**src/design/scf_eg_pkg.sv**
```systemverilog
`timescale 1ns / 1ps
// ----------------------------------------------------------------------------
// SCF energy gradient package
// Shared constants, command codes, sequencer types and fixed-point helpers.
// ----------------------------------------------------------------------------
package scf_eg_pkg;

    localparam int VALUE_BITS   = 32;
    localparam int FRAC_BITS    = 16;
    localparam int ACC_BITS     = 64;
    localparam int OUT_BITS     = 48;
    localparam int IDX_W        = 3;
    localparam int AXIS_W       = 2;
    localparam int CNT_W        = 4;
    localparam int MAX_BASIS    = 8;
    localparam int BASIS_RESET  = 8;
    localparam int DRAIN_CYCLES = 6;
    localparam int DRAIN_W      = 3;
    localparam int MAT_DEPTH    = 64;
    localparam int DER_DEPTH    = 192;
    localparam int TEI_DEPTH    = 12288;
    localparam int NUM_AXES     = 3;

    localparam logic [2:0] CMD_DENSITY = 3'd0;
    localparam logic [2:0] CMD_FOCK    = 3'd1;
    localparam logic [2:0] CMD_CORE    = 3'd2;
    localparam logic [2:0] CMD_OVERLAP = 3'd3;
    localparam logic [2:0] CMD_TWO_E   = 3'd4;
    localparam logic [2:0] CMD_NUCLEAR = 3'd5;
    localparam logic [2:0] CMD_COMPUTE = 3'd6;

    localparam logic [AXIS_W-1:0] AXIS_X    = 2'd0;
    localparam logic [AXIS_W-1:0] AXIS_Z    = 2'd2;
    localparam logic [AXIS_W-1:0] AXIS_NONE = 2'd3;

    typedef logic signed [VALUE_BITS-1:0] t_val;
    typedef logic signed [ACC_BITS-1:0]   t_acc;

    typedef enum logic [3:0] {
        OP_NONE, OP_CLEAR, OP_CORE, OP_TE, OP_MAT_A, OP_MAT_B, OP_TRACE,
        OP_FIN_SUB, OP_FIN_NUC, OP_FIN_OUT, OP_EMIT
    } t_op;

    typedef enum logic [3:0] {
        ST_IDLE, ST_CLEAR, ST_MAIN, ST_MAT_A, ST_MAT_B, ST_TRACE, ST_DRAIN,
        ST_FIN_SUB, ST_FIN_NUC, ST_FIN_OUT, ST_EMIT
    } t_state;

    typedef struct packed {
        t_op               op;
        logic [AXIS_W-1:0] axis;
        logic [IDX_W-1:0]  p;
        logic [IDX_W-1:0]  q;
        logic [IDX_W-1:0]  r;
        logic [IDX_W-1:0]  s;
        logic              first;
        logic              last;
    } t_dp_cmd;

    typedef struct packed {
        t_op                op;
        logic               first;
        logic               last;
        logic [2*IDX_W-1:0] waddr;
    } t_tag;

    localparam t_val VAL_MAX = {1'b0, {(VALUE_BITS-1){1'b1}}};
    localparam t_val VAL_MIN = {1'b1, {(VALUE_BITS-1){1'b0}}};
    localparam t_acc ACC_MAX = {1'b0, {(ACC_BITS-1){1'b1}}};
    localparam t_acc ACC_MIN = {1'b1, {(ACC_BITS-1){1'b0}}};

    function automatic t_acc sat_acc(input logic [ACC_BITS:0] v);
        if (v[ACC_BITS] != v[ACC_BITS-1]) begin
            return v[ACC_BITS] ? ACC_MIN : ACC_MAX;
        end
        return v[ACC_BITS-1:0];
    endfunction

    function automatic t_val norm_prod(input logic signed [2*VALUE_BITS:0] v);
        logic signed [2*VALUE_BITS:0] sh;
        sh = v >>> FRAC_BITS;
        if (&sh[2*VALUE_BITS:VALUE_BITS-1] || ~|sh[2*VALUE_BITS:VALUE_BITS-1]) begin
            return sh[VALUE_BITS-1:0];
        end
        return sh[2*VALUE_BITS] ? VAL_MIN : VAL_MAX;
    endfunction

    function automatic t_val sat_val(input t_acc v);
        if (&v[ACC_BITS-1:VALUE_BITS-1] || ~|v[ACC_BITS-1:VALUE_BITS-1]) begin
            return v[VALUE_BITS-1:0];
        end
        return v[ACC_BITS-1] ? VAL_MIN : VAL_MAX;
    endfunction

endpackage

```
**src/design/scf_eg_ctrl.sv**
```systemverilog
`timescale 1ns / 1ps
// ----------------------------------------------------------------------------
// SCF energy gradient controller
// Holds the basis count and walks the contraction loops axis by axis.
// ----------------------------------------------------------------------------
module scf_eg_ctrl (
    input  logic                  i_clk,
    input  logic                  i_rst_n,
    input  logic                  i_cfg_valid,
    input  logic [3:0]            i_cfg_data,
    input  logic                  i_in_valid,
    input  logic [2:0]            i_in_command,
    input  logic                  i_out_free,
    output logic                  o_in_ready,
    output scf_eg_pkg::t_dp_cmd   o_cmd
);

    scf_eg_pkg::t_state r_state, n_state, r_ret, n_ret;
    logic [scf_eg_pkg::CNT_W-1:0]   r_basis;
    logic [scf_eg_pkg::IDX_W-1:0]   r_p, r_q, r_r, r_s, n_p, n_q, n_r, n_s;
    logic                           r_core, n_core;
    logic [scf_eg_pkg::AXIS_W-1:0]  r_axis, n_axis;
    logic [scf_eg_pkg::DRAIN_W-1:0] r_drain, n_drain;
    logic [scf_eg_pkg::CNT_W-1:0]   w_n;
    logic [scf_eg_pkg::IDX_W-1:0]   w_nm1;
    logic                           w_last_p, w_last_q, w_last_r, w_last_s;

    assign w_n = (r_basis > scf_eg_pkg::CNT_W'(scf_eg_pkg::MAX_BASIS)) ?
                 scf_eg_pkg::CNT_W'(scf_eg_pkg::MAX_BASIS) : r_basis;
    assign w_nm1    = scf_eg_pkg::IDX_W'(w_n - 1'b1);
    assign w_last_p = (r_p == w_nm1);
    assign w_last_q = (r_q == w_nm1);
    assign w_last_r = (r_r == w_nm1);
    assign w_last_s = (r_s == w_nm1);

    always_ff @(posedge i_clk) begin
        if (!i_rst_n) begin
            r_state <= scf_eg_pkg::ST_IDLE;
            r_ret   <= scf_eg_pkg::ST_IDLE;
            r_basis <= scf_eg_pkg::CNT_W'(scf_eg_pkg::BASIS_RESET);
            r_p     <= '0;
            r_q     <= '0;
            r_r     <= '0;
            r_s     <= '0;
            r_core  <= 1'b0;
            r_axis  <= '0;
            r_drain <= '0;
        end else begin
            r_state <= n_state;
            r_ret   <= n_ret;
            r_p     <= n_p;
            r_q     <= n_q;
            r_r     <= n_r;
            r_s     <= n_s;
            r_core  <= n_core;
            r_axis  <= n_axis;
            r_drain <= n_drain;
            if (i_cfg_valid) begin
                r_basis <= i_cfg_data;
            end
        end
    end

    always_comb begin
        n_state = r_state;
        n_ret   = r_ret;
        n_p     = r_p;
        n_q     = r_q;
        n_r     = r_r;
        n_s     = r_s;
        n_core  = r_core;
        n_axis  = r_axis;
        n_drain = r_drain;
        case (r_state)
            scf_eg_pkg::ST_IDLE: begin
                if (i_in_valid && i_in_command == scf_eg_pkg::CMD_COMPUTE) begin
                    n_state = scf_eg_pkg::ST_CLEAR;
                    n_axis  = scf_eg_pkg::AXIS_X;
                end
            end
            scf_eg_pkg::ST_CLEAR: begin
                n_p    = '0;
                n_q    = '0;
                n_r    = '0;
                n_s    = '0;
                n_core = 1'b1;
                n_state = (w_n == '0) ? scf_eg_pkg::ST_FIN_SUB : scf_eg_pkg::ST_MAIN;
            end
            scf_eg_pkg::ST_MAIN: begin
                if (r_core) begin
                    n_core = 1'b0;
                end else if (!w_last_s) begin
                    n_s = r_s + 1'b1;
                end else begin
                    n_s = '0;
                    if (!w_last_r) begin
                        n_r = r_r + 1'b1;
                    end else begin
                        n_r    = '0;
                        n_core = 1'b1;
                        if (!w_last_q) begin
                            n_q = r_q + 1'b1;
                        end else begin
                            n_q = '0;
                            if (!w_last_p) begin
                                n_p = r_p + 1'b1;
                            end else begin
                                n_p     = '0;
                                n_state = scf_eg_pkg::ST_MAT_A;
                            end
                        end
                    end
                end
            end
            scf_eg_pkg::ST_MAT_A, scf_eg_pkg::ST_MAT_B: begin
                if (!w_last_r) begin
                    n_r = r_r + 1'b1;
                end else begin
                    n_r = '0;
                    if (!w_last_q) begin
                        n_q = r_q + 1'b1;
                    end else begin
                        n_q = '0;
                        if (!w_last_p) begin
                            n_p = r_p + 1'b1;
                        end else begin
                            n_p     = '0;
                            n_drain = '0;
                            n_state = scf_eg_pkg::ST_DRAIN;
                            n_ret   = (r_state == scf_eg_pkg::ST_MAT_A) ?
                                      scf_eg_pkg::ST_MAT_B : scf_eg_pkg::ST_TRACE;
                        end
                    end
                end
            end
            scf_eg_pkg::ST_TRACE: begin
                if (!w_last_q) begin
                    n_q = r_q + 1'b1;
                end else begin
                    n_q = '0;
                    if (!w_last_p) begin
                        n_p = r_p + 1'b1;
                    end else begin
                        n_p     = '0;
                        n_drain = '0;
                        n_state = scf_eg_pkg::ST_DRAIN;
                        n_ret   = scf_eg_pkg::ST_FIN_SUB;
                    end
                end
            end
            scf_eg_pkg::ST_DRAIN: begin
                if (r_drain == scf_eg_pkg::DRAIN_W'(scf_eg_pkg::DRAIN_CYCLES - 1)) begin
                    n_state = r_ret;
                end else begin
                    n_drain = r_drain + 1'b1;
                end
            end
            scf_eg_pkg::ST_FIN_SUB: begin
                n_state = scf_eg_pkg::ST_FIN_NUC;
            end
            scf_eg_pkg::ST_FIN_NUC: begin
                n_state = scf_eg_pkg::ST_FIN_OUT;
            end
            scf_eg_pkg::ST_FIN_OUT: begin
                if (r_axis == scf_eg_pkg::AXIS_Z) begin
                    n_state = scf_eg_pkg::ST_EMIT;
                end else begin
                    n_axis  = r_axis + 1'b1;
                    n_state = scf_eg_pkg::ST_CLEAR;
                end
            end
            scf_eg_pkg::ST_EMIT: begin
                if (i_out_free) begin
                    n_state = scf_eg_pkg::ST_IDLE;
                end
            end
            default: begin
                n_state = scf_eg_pkg::ST_IDLE;
            end
        endcase
    end

    always_comb begin
        o_in_ready  = (r_state == scf_eg_pkg::ST_IDLE);
        o_cmd.axis  = r_axis;
        o_cmd.p     = r_p;
        o_cmd.q     = r_q;
        o_cmd.r     = r_r;
        o_cmd.s     = r_s;
        o_cmd.first = (r_r == '0);
        o_cmd.last  = w_last_r;
        case (r_state)
            scf_eg_pkg::ST_CLEAR:   o_cmd.op = scf_eg_pkg::OP_CLEAR;
            scf_eg_pkg::ST_MAIN:    o_cmd.op = r_core ? scf_eg_pkg::OP_CORE : scf_eg_pkg::OP_TE;
            scf_eg_pkg::ST_MAT_A:   o_cmd.op = scf_eg_pkg::OP_MAT_A;
            scf_eg_pkg::ST_MAT_B:   o_cmd.op = scf_eg_pkg::OP_MAT_B;
            scf_eg_pkg::ST_TRACE:   o_cmd.op = scf_eg_pkg::OP_TRACE;
            scf_eg_pkg::ST_FIN_SUB: o_cmd.op = scf_eg_pkg::OP_FIN_SUB;
            scf_eg_pkg::ST_FIN_NUC: o_cmd.op = scf_eg_pkg::OP_FIN_NUC;
            scf_eg_pkg::ST_FIN_OUT: o_cmd.op = scf_eg_pkg::OP_FIN_OUT;
            scf_eg_pkg::ST_EMIT:    o_cmd.op = i_out_free ? scf_eg_pkg::OP_EMIT :
                                                            scf_eg_pkg::OP_NONE;
            default:                o_cmd.op = scf_eg_pkg::OP_NONE;
        endcase
    end

endmodule

```
**config.mk**
```make
export PLATFORM = sky130hd
export DESIGN_NAME = scf_eg_ctrl
export DESIGN_NICKNAME = d
export VERILOG_FILES = /design/src/design/scf_eg_pkg.sv /design/src/design/scf_eg_ctrl.sv
export SDC_FILE = /design/constraint.sdc
export NUM_CORES = 1
export LEC_CHECK = 0
export ABC_CLOCK_PERIOD_IN_PS = 2900
export BUFFER_PORTS_ARGS = -buffer_cell sky130_fd_sc_hd__buf_2
export CAP_MARGIN = 20
export CORE_MARGIN = 1
export CORE_UTILIZATION = 57
export DETAILED_ROUTE_END_ITERATION = 6
export PLACE_DENSITY = 0.8
export SYNTH_ARGS = -nofsm -noshare
export SYNTH_HDL_FRONTEND = slang
export SYNTH_SLANG_ARGS = --single-unit
```
**constraint.sdc**
```tcl
create_clock -name i_clk -period 2.9 [get_ports i_clk]
set_clock_uncertainty 0.1 [all_clocks]
set_input_delay 0.58 -clock i_clk [delete_from_list [all_inputs] [get_ports i_clk]]
set_output_delay 0.58 -clock i_clk [all_outputs]
set_load 0.02 [all_outputs]
```
==> impl_metrics.ini, run 1 <==
[run_status]
outcome = complete, no violations

[cts]
root_buffer = clkbuf_4
clock_sink_count = 29
cts_buffers = 5
h-tree-depth = 2
path_clk_slew_ps = 90
clock_latency_ps = 330
post_cts_buffers = 0
clock_path_buffers = 2
tritoncts = yes

[placed_design]
hpwlAfterDp_um = 3490
postPlaceCellArea_sq_mm = 0.00224
gp_congestion = 0.872
port_buffers = 32

[setup_path]
r2r-start = r_basis[3]
crit_start = r_basis[3]
crit_fanout = 6
startpoint_type = flip-flop
worstPathArrival_ps = 2070
reg2reg_slack_ps = 350
cp-end-kind = primary output
cp.required_ps = 2220
crit_type = flip-flop to primary output

[synthesis]
avgSynthCellArea_sq_um = 8.33
yosys_warnings = 0
synth.distinct_cells = 52
syn-cell-area_sq_mm = 0.00208
synthCells = 250
ys_seq_area_share_pct = 27.9
synth_edf_count = 0
async_reset_ff_share_pct = 0
syn_nets = 272
synth_seq_cells = 29
synth-main-ff-cell = dfxtp_1

[sta]
rsz0062_at_grt = false
finalSetupTns_ps = 0
tightest_slew_ps = 545
finalCritPeriodShare_pct = 94.9
setup_viol = 0
drv_slew = 0
slew_headroom_pct = 63.6
fmax_mhz = 363
period_minus_slack_ps = 2750
hold_violations = 0

[power]
p_int_w = 0.000879
power_density_mw_per_mm2 = 679
pwr-share-clk_pct = 17.9
seq_power_share_pct = 32.5
switchingPower_w = 0.000717
p_leak_nw = 0.998
peakVddDrop_uv = 326
comb_power_share_pct = 49.6
switching_share_pct = 44.9

[routing]
wire_per_inst_um = 14.6
drt-pass1-iter-count = 4
ant_nets = 0
post-route-drc-count = 0
drt-initial-drc-count = 111
vias_per_cell = 5.84
drt-total-wl_um = 4730
vias = 1898

[worst_hold_path]
hold_start = r_ret[2]
hold_class = flip-flop to flip-flop

[flow_run]
drv_cap = 0

[global_routing]
grt_antenna_before_repair = 0
grt_pass1_vias = 1723
track_usage_pct = 25.6
grt_start_max_net_pins = 19
grt_pass1_wl_um = 7920
grt.overflow.total = 0

[die]
core_area_sq_mm = 0.00342
dieWidth_um = 62.5
initial_core_util_pct = 61.0
die-area_sq_mm = 0.00390
die_height_um = 62.5
io_pins = 33
rows = 21

[cells_and_area]
fillers = 328
seq_area_sq_um = 581
layout-drive-gt1-share_pct = 20.4
layout_commonest_cell = buf_2
final_cell_area_sq_mm = 0.00235
syn2layout_area_growth_pct = 12.8
multiInputGateArea_sq_mm = 0.00139
diodes = 0
nets = 300
final_cell_mix = buf_2, dfxtp_1, nor2_1, a21oi_1, inv_1
-- through the flow --
step | setup WS, ps | total power (W) | hold WS, ps | instances | utilization [%]
final | 149 | 0.00160 | 353 | 325 | 68.8
after global routing | 54.8 | 0.00172 | 377 | 325 | 68.8
after CTS | 12.3 | 0.00159 | 356 | 325 | 67.7
after detailed placement | 279 | 0.00130 | 340 | 317 | 65.6
after global placement | 314 | 0.00129 | 336 | 317 | 65.6
after floorplan | 436 | 0.00114 | 326 | 250 | -
-- critical path, stage by stage, from the launching register on --
cell	delay [ps]
dfxtp_1	410
nand2b_1	240
ha_4	240
xor3_1	400
nor3_2	260
buf_2	200
-- what timing repair did --
action,CTS,global route
resized for setup,1,6
hold buffers,0,0
setup endpoints to repair,1,1
-- sequential cells by signal (all words and copies together), names as in the netlist --
| name | count |
|---|---|
| r_axis | 2 |
| r_p | 3 |
| r_s | 3 |
| r_drain | 3 |
| r_ret | 3 |
| r_state | 4 |
| r_core | 1 |
| r_q | 3 |
| r_basis | 4 |
| r_r | 3 |
-- layout make-up --
class / instances / area share (%)
Sequential cell: 29 / 24.7
Clock buffer: 7 / 2.77
Inverter: 18 / 2.88
Multi-Input combinational cell: 189 / 59.2
Clock inverter: 1 / 0.213
Timing Repair Buffer: 35 / 7.77
Tap cell: 46 / 2.45
-- power groups by stage --
stage                     logic (W)  registers (W)  clock network, W
final                      0.000792       0.000519          0.000285
after global routing       0.000877       0.000534          0.000310
after CTS                  0.000785       0.000516          0.000291
after detailed placement   0.000775       0.000525                 0
after global placement     0.000765       0.000525                 0
after floorplan            0.000656       0.000486                 0
-- logic make-up (layout without fill, tap and decap cells) --
family          after synthesis  in the layout  share of synthesized area, %
compound gates               66             66                          22.0
xor+xnor                     16             16                          10.5
fa+ha+maj                    10             10                          6.01
buf+inv                      32             61                          7.27
flops                        29             29                          27.9
mux                           9              9                          4.32
simple gates                 88             88                          22.0
-- layer usage --
layer / track usage, % / wire length (um)
met2: 40.4 / 2270
met5: 0 / 0
met3: 5.11 / 217
met1: 34.4 / 2190
met4: 9.88 / 53
-- final timing paths --
| check | cells past startpoint | to |
|---|---|---|
| worst max-delay path | 5 | o_cmd[0] |
| worst min-delay path | 2 | r_ret[2] |
| worst max register to register | 7 | r_state[2] |
| worst min register to register | 2 | r_ret[2] |
-- Yosys cell counts, types with 2 or more instances --
cell type,count,area [sq um]
dfxtp_1,29,581
nor2_1,27,101
a21oi_1,23,115
inv_1,17,63.8
nand2_1,16,60.1
ha_1,10,125
mux2i_1,9,90.1
nand2b_1,9,56.3
o21ai_0,8,40.0
nor3_1,7,35.0
a311oi_1,6,52.6
xnor2_1,6,52.6
a31oi_1,5,31.3
clkbuf_1,5,18.8
buf_2,4,20.0
nand3_1,4,20.0
o22ai_1,4,25.0
or3_1,4,25.0
xnor3_1,4,90.1
xor2_1,4,35.0
a21o_1,3,22.5
buf_4,3,22.5
nand3b_1,3,22.5
o21a_1,3,22.5
a211oi_1,2,15.0
a22oi_1,2,15.0
and3_1,2,12.5
buf_6,2,22.5
nand4b_1,2,17.5
nor2b_1,2,12.5
nor3b_1,2,15.0
o31ai_4,2,42.5
or2_2,2,12.5
Power figures use the tool's default switching activity.
==> run 2, diff against run 1 <==
--- a/config.mk
+++ b/config.mk
@@ -11,7 +11,9 @@
 export CORE_MARGIN = 1
 export CORE_UTILIZATION = 57
 export DETAILED_ROUTE_END_ITERATION = 6
-export PLACE_DENSITY = 0.8
+export PLACE_DENSITY = 0.87
+export REMOVE_ABC_BUFFERS = 1
+export SKIP_LAST_GASP = 1
 export SYNTH_ARGS = -nofsm -noshare
 export SYNTH_HDL_FRONTEND = slang
 export SYNTH_SLANG_ARGS = --single-unit
==> impl_metrics.ini, run 2 (synthesis results as in run 1) <==
[setup_path]
crit_fanout = 6
crit_type = flip-flop to primary output
r2r-start = r_basis[3]
cp-end-kind = primary output
crit_start = r_basis[3]
r2r_end = r_state[0]
cp.required_ps = 2220
path_cells = nand2b_1 -> ha_4 -> xor2_1 -> inv_1 -> nor3_2 -> buf_2
cpLargestDelayFamily = simple AND/OR/NAND/NOR gates
reg2reg_slack_ps = 450
cp.depth = 6
r2r_cells = 8
worstPathArrival_ps = 2070
cpPeakStageDelay_ps = 360
worst-path-buf-inv = 2
startpoint_type = flip-flop
critPathSlowestCell = ha_4

[die]
dieWidth_um = 62.5
io_pins = 33
die-area_sq_mm = 0.00390
rows = 21
initial_core_util_pct = 61.0
core_area_sq_mm = 0.00342
die_height_um = 62.5

[global_routing]
track_usage_pct = 24.6
grt_start_max_net_pins = 17
grt_antenna_before_repair = 0
grt.overflow.total = 0
grt_pass1_wl_um = 7580
grt_pass1_vias = 1738

[sta]
drv_slew = 0
finalCritPeriodShare_pct = 95.0
hold_violations = 0
rsz0062_at_grt = false
slew_headroom_pct = 65.8
period_minus_slack_ps = 2750
finalSetupTns_ps = 0
setup_viol = 0
fmax_mhz = 363
tightest_slew_ps = 512

[routing]
vias_per_cell = 5.77
ant_nets = 0
vias = 1875
post-route-drc-count = 0
drt-pass1-iter-count = 4
drt-total-wl_um = 4540
drt-initial-drc-count = 137
wire_per_inst_um = 14.0

[power]
peakVddDrop_uv = 301
power_density_mw_per_mm2 = 684
p_leak_nw = 1.01

[placed_design]
port_buffers = 32
hpwlAfterDp_um = 3350
gp_congestion = 0.828

[cts]
h-tree-depth = 2
clock_latency_ps = 360
tritoncts = yes
root_buffer = clkbuf_4
cts_buffers = 5
path_clk_slew_ps = 90
clock_sink_count = 29
clock_path_buffers = 2

[worst_hold_path]
hold_start = i_cfg_data[3]
hold_class = input port to flip-flop
whs_path_depth = 3
hold_end = r_basis[3]

[flow_run]
drv_cap = 0

[run_status]
outcome = complete, no violations

[cells_and_area]
layout-drive-gt1-share_pct = 20.1
final_cell_mix = buf_2, dfxtp_1, nor2_1, a21oi_1, inv_1
fin_util_pct = 68.7
layout_commonest_cell = buf_2
diodes = 0
nets = 300
reg_top3 = r_basis: 4 flops, r_state: 4 flops
syn2layout_area_growth_pct = 12.7
==> run 2: worst max-delay path by stage <==
stage,end,slack [ps]
4_1_cts,o_cmd[0],10
3_5_place_dp,o_cmd[0],100
5_1_grt,o_cmd[0],7
6_report,o_cmd[0],150
3_3_place_gp,o_cmd[0],180
2_1_floorplan,o_cmd[0],70
==> run 2: worst reg2reg max path: cells and delay by family (launching register included) <==
family | cells | cell delay (ps)
AOI/OAI and AO/OA | 3 | 650
DFF | 1 | 350
buffers and inverters | 1 | 130
and+or+nand+nor | 2 | 560
xor gates and xnor gates | 1 | 230
adders and majority gates | 1 | 360
==> run 2: timing repair <==
action,CTS,global route
resized for setup,4,3
cloned,0,0
setup endpoints to repair,1,1
pin swaps,0,0
hold buffers,0,0
setup buffers,0,0
==> run 2: metrics by stage <==
stage | std cells | total power, W | setup WS [ps] | cell area, sq um | hold WS [ps]
6_report | 325 | 0.00161 | 146 | 2350 | 356
5_1_grt | 325 | 0.00171 | 6.70 | 2350 | 356
4_1_cts | 325 | 0.00160 | 10.4 | 2320 | 347
3_5_place_dp | 317 | 0.00130 | 95.6 | 2240 | 343
3_3_place_gp | 317 | 0.00128 | 175 | 2240 | 338
2_1_floorplan | 236 | 0.00110 | 73.4 | 2000 | 326
==> run 2: final cells by class <==
type                            instances  area [sq um]
Clock buffer                            7          65.1
Clock inverter                          1          5.00
Fill cell                             297          1070
Inverter                               18          67.6
Multi-Input combinational cell        189          1390
Sequential cell                        29           581
Tap cell                               46          57.6
Timing Repair Buffer                   35           183
==> run 2: per-layer routing <==
metal	up-vias	track usage, %	share of wire, %
met1	871	30.3	47
met2	47	40.8	47
met5	-	0	0
met3	7	4.74	4.8
met4	0	12.2	1.8
li1	950	-	-
==> run 2: power breakdown <==
| part | internal, W | leakage [nW] | switching [W] |
|---|---|---|---|
| combinational | 0.000310 | 0.730 | 0.000492 |
| sequential | 0.000434 | 0.235 | 0.0000765 |
| clock | 0.000140 | 0.0413 | 0.000153 |
==> run 3, diff against run 2 <==
--- a/config.mk
+++ b/config.mk
@@ -11,7 +11,7 @@
 export CORE_MARGIN = 1
 export CORE_UTILIZATION = 57
 export DETAILED_ROUTE_END_ITERATION = 6
-export PLACE_DENSITY = 0.87
+export PLACE_DENSITY = 0.8
 export REMOVE_ABC_BUFFERS = 1
 export SKIP_LAST_GASP = 1
 export SYNTH_ARGS = -nofsm -noshare
==> impl_metrics.ini, run 3 (synthesis results as in run 1) <==
[sta]
tightest_slew_ps = 557
setup_viol = 0
finalCritPeriodShare_pct = 95.5
rsz0062_at_grt = false
hold_violations = 0
slew_headroom_pct = 62.8
finalSetupTns_ps = 0
period_minus_slack_ps = 2770
drv_slew = 0
fmax_mhz = 361

[setup_path]
cp-end-kind = primary output
cpLargestDelayFamily = simple AND/OR/NAND/NOR gates
worstPathArrival_ps = 2090
cpPeakStageDelay_ps = 430
r2r-start = r_basis[3]
crit_fanout = 6
critPathSlowestCell = xor3_1
startpoint_type = flip-flop
r2r_end = r_state[2]
cp.required_ps = 2220
worst-path-buf-inv = 1
path_cells = nand2b_2 -> ha_4 -> xor3_1 -> nor3_2 -> buf_2
crit_type = flip-flop to primary output
reg2reg_slack_ps = 440
r2r_cells = 7

[worst_hold_path]
hold_start = i_cfg_data[3]
hold_class = input port to flip-flop
hold_end = r_basis[3]
whs_path_depth = 3

[global_routing]
track_usage_pct = 25.1
grt_antenna_before_repair = 0
grt_start_max_net_pins = 19
grt_pass1_vias = 1681
grt.overflow.total = 0
grt_pass1_wl_um = 7800

[cts]
tritoncts = yes
post_cts_buffers = 0
holdBufCountCts = 0
clock_latency_ps = 340
path_clk_slew_ps = 100
clock_path_buffers = 2
cts_buffers = 5
clock_sink_count = 29
root_buffer = clkbuf_4
h-tree-depth = 2

[cells_and_area]
fillers = 308
final_cell_area_sq_mm = 0.00234
layout-drive-gt1-share_pct = 20.1
fin_cells = 324
diodes = 0
layout_commonest_cell = buf_2
nets = 299
final_cell_mix = buf_2, dfxtp_1, nor2_1, a21oi_1, inv_1
syn2layout_area_growth_pct = 12.4
reg_top3 = r_basis: 4 flops, r_state: 4 flops

[routing]
drt-total-wl_um = 4560
vias_per_cell = 5.79
ant_nets = 0
drt-pass1-iter-count = 4
wire_per_inst_um = 14.1
vias = 1875
drt-initial-drc-count = 232
post-route-drc-count = 0

[power]
p_leak_nw = 0.993
power_w = 0.00159
peakVddDrop_uv = 324
power_density_mw_per_mm2 = 679

[run_status]
outcome = complete, no violations

[flow_run]
drv_cap = 0

[placed_design]
postPlaceCellArea_sq_mm = 0.00223
port_buffers = 32
hpwlAfterDp_um = 3430
gp_congestion = 0.863
place_inst = 316

[die]
initial_core_util_pct = 61.0
dieWidth_um = 62.5
rows = 21
io_pins = 33
core_area_sq_mm = 0.00342
die-area_sq_mm = 0.00390
die_height_um = 62.5
-- run 3: cell count changes in the layout (fill, tap and decap cells not counted) --
cell,previous run,this run
buf_4,3,2
xor2_2,0,1
nand2b_2,0,1
xor2_1,4,3
nand2b_4,1,0
-- run 3: worst register-to-register path: cells and delay by family (launching register included) --
family	cells	cell delay (ps)
AOI/OAI and AO/OA	3	670
DFF	1	360
and+or+nand+nor	2	570
adders and majority gates	1	230
xor gates and xnor gates	1	440
-- run 3: cell type report --
| cell class | instances | area (sq um) | share of cell area, % |
|---|---|---|---|
| Sequential cell | 29 | 581 | 24.8 |
| Clock buffer | 7 | 65.1 | 2.78 |
| Tap cell | 46 | 57.6 | 2.46 |
| Inverter | 18 | 67.6 | 2.88 |
| Timing Repair Buffer | 34 | 175 | 7.48 |
| Multi-Input combinational cell | 189 | 1390 | 59.4 |
| Clock inverter | 1 | 5.00 | 0.214 |
-- run 3: per-stage QoR --
| step | util [%] | hold slack [ps] | setup WS [ps] |
|---|---|---|---|
| 4_1_cts | 68.3 | 340 | 44.5 |
| 3_3_place_gp | 65.3 | 338 | 264 |
| 3_5_place_dp | 65.3 | 346 | 203 |
| 6_report | 68.6 | 352 | 131 |
| 5_1_grt | 68.6 | 353 | 16.0 |
| 2_1_floorplan | - | 326 | 73.4 |
-- run 3: routing by layer --
metal / routed length (um) / GRT usage [%]
met5: 0 / 0
met4: 64 / 9.88
met3: 235 / 5.47
met2: 2080 / 39.1
met1: 2170 / 33.7
-- run 3: how the worst max path moves through the flow --
stage	cells past startpoint	startpoint	to	slack, ps
global route	5	r_basis[3]	o_cmd[0]	20
finish	5	r_basis[3]	o_cmd[0]	130
CTS	5	r_basis[3]	o_cmd[0]	40
global placement	5	r_basis[3]	o_cmd[0]	260
detailed placement	5	r_basis[3]	o_cmd[0]	200
floorplan	4	r_basis[3]	o_cmd[0]	70
-- run 3: power breakdown --
part	leakage, nW	internal, W	switching, W	total [W]
clock	0.0413	0.000140	0.000149	0.000289
combinational	0.717	0.000304	0.000475	0.000779
sequential	0.235	0.000434	0.0000894	0.000523
total	0.993	0.000878	0.000713	0.00159
-- run 3: repair_timing --
action / in CTS / in global routing
gates resized for setup: 5 / 2
endpoints found under the setup margin: 1 / 1
cloned: 0 / 0
